--- config.mk ---
export PLATFORM = sky130hd
export DESIGN_NAME = rle_decode_and_descramble_flat
export DESIGN_NICKNAME = d
export VERILOG_FILES = /design/src/rtl/core/rldd_pkg.sv /design/src/rtl/core/rldd_if.sv /design/src/rtl/core/rle_decode_and_descramble.sv /design/src/flat_wrapper.sv
export SDC_FILE = /design/constraint.sdc
export NUM_CORES = 1
export LEC_CHECK = 0
export CAP_MARGIN = 20
export CORE_AREA = 8 8 206 208
export DETAILED_ROUTE_END_ITERATION = 10
export DIE_AREA = 0 0 214 216
export DONT_BUFFER_PORTS = 1
export RECOVER_POWER = 100
export SLEW_MARGIN = 25
export SYNTH_ARGS = -nofsm -noshare
export SYNTH_HDL_FRONTEND = slang
export SYNTH_SLANG_ARGS = --single-unit
--- constraint.sdc ---
create_clock -name clk -period 11 [get_ports clk]
set_input_delay 1.65 -clock clk [delete_from_list [all_inputs] [get_ports clk]]
set_output_delay 1.65 -clock clk [all_outputs]
set_load 0.02 [all_outputs]
--- src/rtl/core/rldd_pkg.sv ---
// Shared types, constants and helper functions of the run-length decoder with descrambling.
package rldd_pkg;

  localparam logic [3:0] HDR_LEN   = 4'd14;
  localparam logic [3:0] MAGIC_LEN = 4'd6;
  localparam logic [3:0] LEN_POS   = 4'd10;

  localparam logic [7:0] KEY_SINGLE_RST = 8'hA5;
  localparam logic [7:0] KEY_RUN_RST    = 8'h00;

  localparam int unsigned Q_DEPTH = 3;
  localparam int unsigned Q_PTR_W = $clog2(Q_DEPTH);
  localparam int unsigned Q_CNT_W = $clog2(Q_DEPTH + 1);

  localparam logic REG_KEY_SINGLE = 1'b0;
  localparam logic REG_KEY_RUN    = 1'b1;

  typedef enum logic [1:0] {
    MODE_CTRL = 2'd0,
    MODE_LIT  = 2'd1,
    MODE_REP  = 2'd2
  } mode_t;

  typedef enum logic [1:0] {
    ST_OK        = 2'd0,
    ST_BAD_MAGIC = 2'd1,
    ST_TRUNC     = 2'd2,
    ST_LEN       = 2'd3
  } status_t;

  typedef struct packed {
    logic [7:0] out_byte;
    logic [6:0] repeat_res;
    logic       final_res;
    status_t    status;
  } rec_t;

  function automatic logic [7:0] magic_byte(input logic [2:0] idx);
    logic [7:0] m;
    case (idx)
      3'd0:    m = 8'h78;
      3'd1:    m = 8'h74;
      3'd2:    m = 8'h52;
      3'd3:    m = 8'h4C;
      3'd4:    m = 8'h45;
      default: m = 8'h00;
    endcase
    return m;
  endfunction

  function automatic logic [Q_PTR_W-1:0] q_inc(input logic [Q_PTR_W-1:0] p);
    logic [Q_PTR_W-1:0] r;
    if (p == Q_PTR_W'(Q_DEPTH - 1)) begin
      r = '0;
    end else begin
      r = p + Q_PTR_W'(1);
    end
    return r;
  endfunction

endpackage

--- src/rtl/core/rldd_if.sv ---
// Valid/ready stream interfaces for packed-file bytes and decoded run records.
interface rldd_in_if;
  logic       valid;
  logic       ready;
  logic [7:0] file_byte;
  logic       file_end;
  modport source(output valid, file_byte, file_end, input ready);
  modport sink(input valid, file_byte, file_end, output ready);
endinterface

interface rldd_out_if;
  logic       valid;
  logic       ready;
  logic [7:0] out_byte;
  logic [6:0] repeat_res;
  logic       final_res;
  logic [1:0] status;
  modport source(output valid, out_byte, repeat_res, final_res, status, input ready);
  modport sink(input valid, out_byte, repeat_res, final_res, status, output ready);
endinterface

--- src/rtl/core/rle_decode_and_descramble.sv ---
// Top level of the run-length decoder with XOR descrambling and header checking.
// The block takes one packed-file byte per beat and can accept a byte in every cycle while
// at most one record waits; each byte is decoded by one level of compare and XOR logic and
// its zero, one or two run records are written straight into a three-entry result queue.
// The single output port drains that queue at one record per cycle while the receiver is
// ready, so a byte that yields two records leaves as two output beats.
// There is no clearing pass after reset. Keys may be written only while the block is idle.
module rle_decode_and_descramble (
  input  logic              clk,
  input  logic              rst_n,
  rldd_in_if.sink           in_if,
  rldd_out_if.source        out_if,
  input  logic              cfg_we,
  input  logic              cfg_index,
  input  logic [7:0]        cfg_wdata
);

  logic [3:0]          hp_r, hp_nxt;
  logic                mg_r, mg_nxt;
  logic [31:0]         exp_r, exp_nxt;
  rldd_pkg::mode_t     mode_r, mode_nxt;
  logic [6:0]          cl_r, cl_nxt;
  logic [31:0]         prod_r, prod_nxt;
  logic [7:0]          prior_r, prior_nxt;
  logic                pv_r, pv_nxt;
  logic [7:0]          held_r, held_nxt;
  logic                hv_r, hv_nxt;
  logic                heq_r, heq_nxt;
  logic                disc_r, disc_nxt;
  logic [7:0]          key_single_r, key_run_r;

  logic                acc;
  logic [7:0]          b;
  logic                g_valid;
  logic [7:0]          g_val;
  logic [6:0]          g_cnt;
  logic                g_run;
  logic [32:0]         prod_sum;
  logic [1:0]          lane;

  rldd_pkg::rec_t      recs [2];
  logic [1:0]          n_rec;
  rldd_pkg::status_t   st;
  logic                held_eq;
  logic [7:0]          held_key;

  rldd_pkg::rec_t      q_r [rldd_pkg::Q_DEPTH];
  logic [rldd_pkg::Q_PTR_W-1:0] rd_r, wr_r, wr1;
  logic [rldd_pkg::Q_CNT_W-1:0] qc_r;
  logic                pop;
  logic [rldd_pkg::Q_CNT_W-1:0] push_n;

  assign b     = in_if.file_byte;
  assign acc   = in_if.valid && in_if.ready;
  assign lane  = 2'(hp_r - rldd_pkg::LEN_POS);
  assign g_run = g_cnt >= 7'd2;

  // Header tracking, code parsing and neighbor state.
  always_comb begin
    hp_nxt    = hp_r;
    mg_nxt    = mg_r;
    exp_nxt   = exp_r;
    mode_nxt  = mode_r;
    cl_nxt    = cl_r;
    prod_nxt  = prod_r;
    prior_nxt = prior_r;
    pv_nxt    = pv_r;
    held_nxt  = held_r;
    hv_nxt    = hv_r;
    heq_nxt   = heq_r;
    disc_nxt  = disc_r;
    g_valid   = 1'b0;
    g_val     = b;
    g_cnt     = 7'd0;
    prod_sum  = 33'(prod_r) + 33'(cl_r);
    if (hp_r < rldd_pkg::HDR_LEN) begin
      if (hp_r < rldd_pkg::MAGIC_LEN) begin
        if (b != rldd_pkg::magic_byte(hp_r[2:0])) begin
          mg_nxt = 1'b0;
        end
      end else if (hp_r >= rldd_pkg::LEN_POS) begin
        exp_nxt[{lane, 3'b000} +: 8] = b;
      end
      hp_nxt = hp_r + 4'd1;
      if (hp_nxt == rldd_pkg::HDR_LEN && !mg_nxt) begin
        disc_nxt = 1'b1;
      end
    end else if (!disc_r) begin
      unique case (mode_r)
        rldd_pkg::MODE_CTRL: begin
          if (b != 8'h00) begin
            cl_nxt = b[6:0];
            if (b[7]) begin
              mode_nxt = (b[6:0] != 7'd0) ? rldd_pkg::MODE_LIT : rldd_pkg::MODE_CTRL;
            end else begin
              mode_nxt = rldd_pkg::MODE_REP;
            end
          end
        end
        rldd_pkg::MODE_LIT: begin
          g_valid = 1'b1;
          g_cnt   = 7'd1;
          cl_nxt  = cl_r - 7'd1;
          if (cl_nxt == 7'd0) begin
            mode_nxt = rldd_pkg::MODE_CTRL;
          end
        end
        rldd_pkg::MODE_REP: begin
          g_valid  = 1'b1;
          g_cnt    = cl_r;
          cl_nxt   = 7'd0;
          mode_nxt = rldd_pkg::MODE_CTRL;
        end
        default: begin
          mode_nxt = rldd_pkg::MODE_CTRL;
        end
      endcase
    end
    if (g_valid) begin
      prod_sum = 33'(prod_r) + 33'(g_cnt);
      prod_nxt = prod_sum[32] ? 32'hFFFF_FFFF : prod_sum[31:0];
      if (g_run) begin
        prior_nxt = g_val;
        pv_nxt    = 1'b1;
        heq_nxt   = 1'b0;
        hv_nxt    = 1'b0;
      end else begin
        if (hv_r) begin
          prior_nxt = held_r;
          pv_nxt    = 1'b1;
          heq_nxt   = (g_val == held_r);
        end else begin
          heq_nxt   = pv_r && (prior_r == g_val);
        end
        held_nxt = g_val;
        hv_nxt   = 1'b1;
      end
    end
  end

  // Result records of the current beat.
  always_comb begin
    recs[0]  = '0;
    recs[1]  = '0;
    n_rec    = 2'd0;
    held_eq  = heq_r || (held_r == g_val);
    held_key = held_eq ? key_run_r : key_single_r;
    st       = rldd_pkg::ST_OK;
    if (g_valid) begin
      if (hv_r) begin
        recs[n_rec[0]].out_byte   = held_r ^ held_key;
        recs[n_rec[0]].repeat_res = 7'd1;
        n_rec = n_rec + 2'd1;
      end
      if (g_run) begin
        recs[n_rec[0]].out_byte   = g_val ^ key_run_r;
        recs[n_rec[0]].repeat_res = g_cnt;
        n_rec = n_rec + 2'd1;
      end
    end
    if (in_if.file_end) begin
      if (hv_nxt) begin
        recs[n_rec[0]].out_byte   = held_nxt ^ (heq_nxt ? key_run_r : key_single_r);
        recs[n_rec[0]].repeat_res = 7'd1;
        n_rec = n_rec + 2'd1;
      end
      if (!mg_nxt) begin
        st = rldd_pkg::ST_BAD_MAGIC;
      end else if (hp_nxt < rldd_pkg::HDR_LEN || mode_nxt != rldd_pkg::MODE_CTRL) begin
        st = rldd_pkg::ST_TRUNC;
      end else if (prod_nxt != exp_nxt) begin
        st = rldd_pkg::ST_LEN;
      end
      if (n_rec == 2'd0) begin
        n_rec = 2'd1;
      end
      recs[n_rec[0] ^ 1'b1].final_res = 1'b1;
      recs[n_rec[0] ^ 1'b1].status    = st;
    end
  end

  always_ff @(posedge clk) begin
    if (!rst_n) begin
      key_single_r <= rldd_pkg::KEY_SINGLE_RST;
      key_run_r    <= rldd_pkg::KEY_RUN_RST;
    end else if (cfg_we) begin
      unique case (cfg_index)
        rldd_pkg::REG_KEY_SINGLE: key_single_r <= cfg_wdata;
        rldd_pkg::REG_KEY_RUN:    key_run_r    <= cfg_wdata;
        default:                  key_run_r    <= key_run_r;
      endcase
    end
  end

  always_ff @(posedge clk) begin
    if (!rst_n || (acc && in_if.file_end)) begin
      hp_r    <= 4'd0;
      mg_r    <= 1'b1;
      exp_r   <= 32'd0;
      mode_r  <= rldd_pkg::MODE_CTRL;
      cl_r    <= 7'd0;
      prod_r  <= 32'd0;
      prior_r <= 8'd0;
      pv_r    <= 1'b0;
      held_r  <= 8'd0;
      hv_r    <= 1'b0;
      heq_r   <= 1'b0;
      disc_r  <= 1'b0;
    end else if (acc) begin
      hp_r    <= hp_nxt;
      mg_r    <= mg_nxt;
      exp_r   <= exp_nxt;
      mode_r  <= mode_nxt;
      cl_r    <= cl_nxt;
      prod_r  <= prod_nxt;
      prior_r <= prior_nxt;
      pv_r    <= pv_nxt;
      held_r  <= held_nxt;
      hv_r    <= hv_nxt;
      heq_r   <= heq_nxt;
      disc_r  <= disc_nxt;
    end
  end

  // Result queue: two free entries are needed to take a beat.
  assign in_if.ready = qc_r <= rldd_pkg::Q_CNT_W'(1);
  assign pop         = out_if.valid && out_if.ready;
  assign push_n      = acc ? rldd_pkg::Q_CNT_W'(n_rec) : '0;
  assign wr1         = rldd_pkg::q_inc(wr_r);

  always_ff @(posedge clk) begin
    if (!rst_n) begin
      rd_r <= '0;
      wr_r <= '0;
      qc_r <= '0;
    end else begin
      if (pop) begin
        rd_r <= rldd_pkg::q_inc(rd_r);
      end
      if (push_n == rldd_pkg::Q_CNT_W'(1)) begin
        wr_r <= wr1;
      end else if (push_n == rldd_pkg::Q_CNT_W'(2)) begin
        wr_r <= rldd_pkg::q_inc(wr1);
      end
      qc_r <= qc_r + push_n - rldd_pkg::Q_CNT_W'(pop);
    end
  end

  always_ff @(posedge clk) begin
    for (int i = 0; i < rldd_pkg::Q_DEPTH; i++) begin
      if (push_n != '0 && wr_r == rldd_pkg::Q_PTR_W'(i)) begin
        q_r[i] <= recs[0];
      end
      if (push_n == rldd_pkg::Q_CNT_W'(2) && wr1 == rldd_pkg::Q_PTR_W'(i)) begin
        q_r[i] <= recs[1];
      end
    end
  end

  assign out_if.valid      = qc_r != '0;
  assign out_if.out_byte   = q_r[rd_r].out_byte;
  assign out_if.repeat_res = q_r[rd_r].repeat_res;
  assign out_if.final_res  = q_r[rd_r].final_res;
  assign out_if.status     = q_r[rd_r].status;

endmodule

--- src/flat_wrapper.sv ---
// flat-port wrapper written by rule: the top's interface ports become plain ports
module rle_decode_and_descramble_flat 
  (clk, rst_n, cfg_we, cfg_index, cfg_wdata, in_if_valid, in_if_file_byte, in_if_file_end, in_if_ready, out_if_valid, out_if_out_byte, out_if_repeat_res, out_if_final_res, out_if_status, out_if_ready);
  rldd_in_if in_if_i ();
  rldd_out_if out_if_i ();
  input  logic clk;
  input  logic rst_n;
  input  logic cfg_we;
  input  logic cfg_index;
  input  logic [7:0] cfg_wdata;
  input wire logic [$bits(in_if_i.valid)-1:0] in_if_valid;
  input wire logic [$bits(in_if_i.file_byte)-1:0] in_if_file_byte;
  input wire logic [$bits(in_if_i.file_end)-1:0] in_if_file_end;
  output wire logic [$bits(in_if_i.ready)-1:0] in_if_ready;
  output wire logic [$bits(out_if_i.valid)-1:0] out_if_valid;
  output wire logic [$bits(out_if_i.out_byte)-1:0] out_if_out_byte;
  output wire logic [$bits(out_if_i.repeat_res)-1:0] out_if_repeat_res;
  output wire logic [$bits(out_if_i.final_res)-1:0] out_if_final_res;
  output wire logic [$bits(out_if_i.status)-1:0] out_if_status;
  input wire logic [$bits(out_if_i.ready)-1:0] out_if_ready;
  assign in_if_i.valid = in_if_valid;
  assign in_if_i.file_byte = in_if_file_byte;
  assign in_if_i.file_end = in_if_file_end;
  assign in_if_ready = in_if_i.ready;
  assign out_if_valid = out_if_i.valid;
  assign out_if_out_byte = out_if_i.out_byte;
  assign out_if_repeat_res = out_if_i.repeat_res;
  assign out_if_final_res = out_if_i.final_res;
  assign out_if_status = out_if_i.status;
  assign out_if_i.ready = out_if_ready;
  rle_decode_and_descramble u_core (.clk(clk), .rst_n(rst_n), .in_if(in_if_i), .out_if(out_if_i), .cfg_we(cfg_we), .cfg_index(cfg_index), .cfg_wdata(cfg_wdata));
endmodule
==> metrics.csv <==
stage;metric;value;unit
job;total of max-cap violations;2;
critical_path;Reg2Reg Setup Slack;3.96;ns
synthesis;Mapped Area;11600;um2
critical_path;FF-to-FF Start;u_core.qc_r[1]$_SDFF_PN0_;
route;DR vias/cell;5.37;
synthesis;Post-synth EDFFs;54;
route;WL final;33400;um
critical_path;crit-path max FO;77;
hold_path;Hold Path Sink;u_core.exp_r[27]$_SDFFE_PP0P_;
synthesis;ys async rst share;0;%
critical_path;FF-to-FF End;u_core.q_r[2][1]$_DFFE_PP_;
outcome;failing checks;max-capacitance violations, max-slew violations;
global_route;gr usage total;14.0;%
route;Routed Antenna Nets;0;
floorplan;die area;46200;um2
synthesis;Unique masters post-synth;82;
sta;clock skew after layout;0.00964;ns
critical_path;CP Cell Sequence;nor2b_1 > clkbuf_1 > nand2_1 > nor2_1 > ha_1 > nand3b_1 > o21ai_0 > clkbuf_1;
critical_path;most frequent CP cell;clkbuf_1;
final_layout;fin nets;1408;
sta;Final setup viols;0;
power;Static Leakage;4.30;nW
critical_path;delay of the slowest critical-path stage;2.47;ns
critical_path;critical path data required time;11.05;ns
global_route;first-pass GRT wire length;53200;um
floorplan;IO Count;43;
hold_path;cell count of the worst hold path;2;
global_route;initial antenna violation count;0;
clock_tree;Clk Latency, worst-skew pair;0.44;ns
placement;Post-Place Setup Slack;4.90;ns
synthesis;Most used DFF post-synth;dfxtp_1;
sta;Final WS setup;3.09;ns
synthesis;Seq cells post-synth;176;
floorplan;Cell Rows;73;
route;DR pass1 iterations;8;
clock_tree;number of buffers created by CTS;17;
final_layout;final core utilization;32.5;%
sta;Final Hold Fails;0;
route;DR iter-0 viols;812;
placement;Placed Cells;1864;
clock_tree;post-cts sizing count;0;
placement;dpl cell area;12100;um2
sta;Max Clk Rate;126;MHz
clock_tree;Num Clock Sinks;176;
placement;port bufs;0;
clock_tree;Root Driver;clkbuf_16;
synthesis;Ys Warns;0;
synthesis;Synth Net Count;1462;
route;WL per Instance;17.6;um
critical_path;Top delay family on crit path;buffers and inverters;
final_layout;Area Overhead vs Synth;9.62;%
synthesis;Cells after Synth;1412;
clock_tree;CTS tree;built;
clock_tree;number of hold buffers added after cts;0;
final_layout;Ant. Diodes;0;
clock_tree;Longest Clk Path Bufs;2;
critical_path;cell count of the worst reg-to-reg path;8;
critical_path;Critical path buffers and inverters;2;
sta;slew margin rel.;-136;%
final_layout;finished layout cell area;12700;um2
sta;Final min period;7.91;ns
floorplan;Core Area;39200;um2
power;Peak VDD IR;0.0000966;V
critical_path;Worst path slowest cell;clkbuf_1;
clock_tree;Clock transition at path regs;0.07;ns
global_route;global route overflow;0;
synthesis;leading area contributor after synthesis;dfxtp_1;
synthesis;top cells by area, synth;dfxtp_1, edfxtp_1, mux2i_1;
synthesis;top cell type's share of synthesized area;21.0;%
sta;Slew @ Worst Pin;3.54;ns
final_layout;share of layout cells above drive strength 1;6.64;%
floorplan;die height;216;um
route;detailed-route DRC error count;0;
global_route;vias in the first global route;9490;
final_layout;fin cells;1896;
critical_path;Crit path arrival time;7.96;ns
hold_path;Worst Min Path Start;u_core.exp_r[27]$_SDFFE_PP0P_;
floorplan;initial core utilization;29.7;%
route;DR vias;10200;
synthesis;sequential cell area fraction in the yosys report;35.0;%
power;Tot Pwr;1.80;mW
sta;RSZ-0062 raised after global routing;no;
placement;routability-driven placement congestion ratio;0.897;
critical_path;Crit. End Element;flip-flop;
critical_path;element type at the critical path start;input pin;
sta;crit share post-route;71.9;%
power;Power Dens Cells;141;nW/um2
sta;setup_tns;0;ns
sta;Final Hold Slack;0.456;ns
hold_path;min-delay worst type;flip-flop to flip-flop;
placement;DP Wirelength;24300;um
clock_tree;H-Tree Depth;4;
floorplan;chip width;214;um
critical_path;crit path kind;input pin to flip-flop;
outcome;run status;finished with violations;
sta;Pins Over Slew Limit;120;
global_route;largest net degree at the start of global routing;78;
clock_tree;post-CTS setup buffer count;0;
synthesis;synthesized area per cell;8.23;um2
[cells in the final DEF, fill, tap and decap left out, types with 15 or more instances in the layout]
cell type	Yosys	final
mux2i_1	76	76
nand4_1	16	16
a311oi_1	18	18
nand2_1	174	173
ha_1	26	26
xnor2_1	63	63
nand3_1	42	42
nor2_1	163	162
nor3_1	37	37
inv_1	36	36
and3_1	24	24
o22a_1	16	16
a21boi_0	16	16
dfxtp_1	122	121
a211oi_1	49	49
edfxtp_1	54	54
nand2b_1	15	15
a21oi_1	76	76
clkbuf_16	0	17
xor2_1	19	19
o21ai_0	59	59
and2_1	19	16
[where the power goes]
| group | switching (mW) | internal (mW) | total [mW] |
|---|---|---|---|
| Sequential | 0.0430 | 0.718 | 0.761 |
| Combinational | 0.222 | 0.118 | 0.340 |
| Clock | 0.286 | 0.412 | 0.698 |
| Total | 0.550 | 1.25 | 1.80 |
[state kept, by name, indices dropped and copies added (netlist names), 7 cells and up, named ones only]
| register | flops |
|---|---|
| u_core.key_run_r | 8 |
| u_core.prod_r | 32 |
| u_core.cl_r | 7 |
| u_core.held_r | 8 |
| u_core.key_single_r | 8 |
| u_core.prior_r | 8 |
| u_core.exp_r | 32 |
| u_core.q_r | 54 |
[layer usage]
metal	GRT usage [%]	vias up	part of all wire [%]
met1	18.9	4850	47
met5	0	-	0
met2	22.6	271	46
met3	2.56	42	5.0
li1	-	5019	-
met4	3.96	0	1.7
[worst register-to-register path: stages (launching register included)]
cell      delay (ns)
dfxtp_1         0.33
nor2b_1         0.11
clkbuf_1        2.47
nand2_1         1.17
nor2_1          0.57
ha_1            0.36
nand3b_1        0.55
o21ai_0         0.24
clkbuf_1        0.85
[synthesized netlist by cell type, types with 37 or more instances]
cell type / instances
nand3_1: 42
a21oi_1: 76
dfxtp_1: 122
nor3_1: 37
nand2_1: 174
mux2i_1: 76
xnor2_1: 63
a211oi_1: 49
o21ai_0: 59
clkbuf_1: 77
edfxtp_1: 54
nor2_1: 163
[cell families (layout without fill, tap and decap cells)]
kind of cell,Yosys count,count (layout),share of synthesized area (%)
AO/OA/AOI/OAI,333,333,19.5
XOR/XNOR,84,84,6.51
adder cells (fa/ha/maj),27,27,2.97
buffers and inverters,126,85,4.23
flip-flops,176,176,35.0
multiplexers,86,86,7.51
AND/OR/NAND/NOR,580,580,24.4
[worst max path at each step]
stage / from / endpoint / cells past startpoint
finish: in_if_valid / u_core.q_r[2][1]$_DFFE_PP_ / 8
global route: in_if_valid / u_core.q_r[2][1]$_DFFE_PP_ / 8
CTS: u_core.mode_r[0]$_SDFFE_PP0P_ / u_core.q_r[1][1]$_DFFE_PP_ / 18
detailed placement: u_core.mode_r[0]$_SDFFE_PP0P_ / u_core.q_r[1][1]$_DFFE_PP_ / 18
global placement: u_core.mode_r[0]$_SDFFE_PP0P_ / u_core.q_r[2][0]$_DFFE_PP_ / 18
floorplan: u_core.mode_r[0]$_SDFFE_PP0P_ / u_core.q_r[1][0]$_DFFE_PP_ / 15
[cell type report]
type | count | area, um2
Tap cell | 525 | 657
Inverter | 37 | 139
Timing Repair Buffer | 16 | 121
Clock inverter | 15 | 245
Sequential cell | 176 | 4070
Clock buffer | 17 | 425
Fill cell | 4027 | 26400
Multi-Input combinational cell | 1110 | 7090
(Power assumes the default switching activity.)
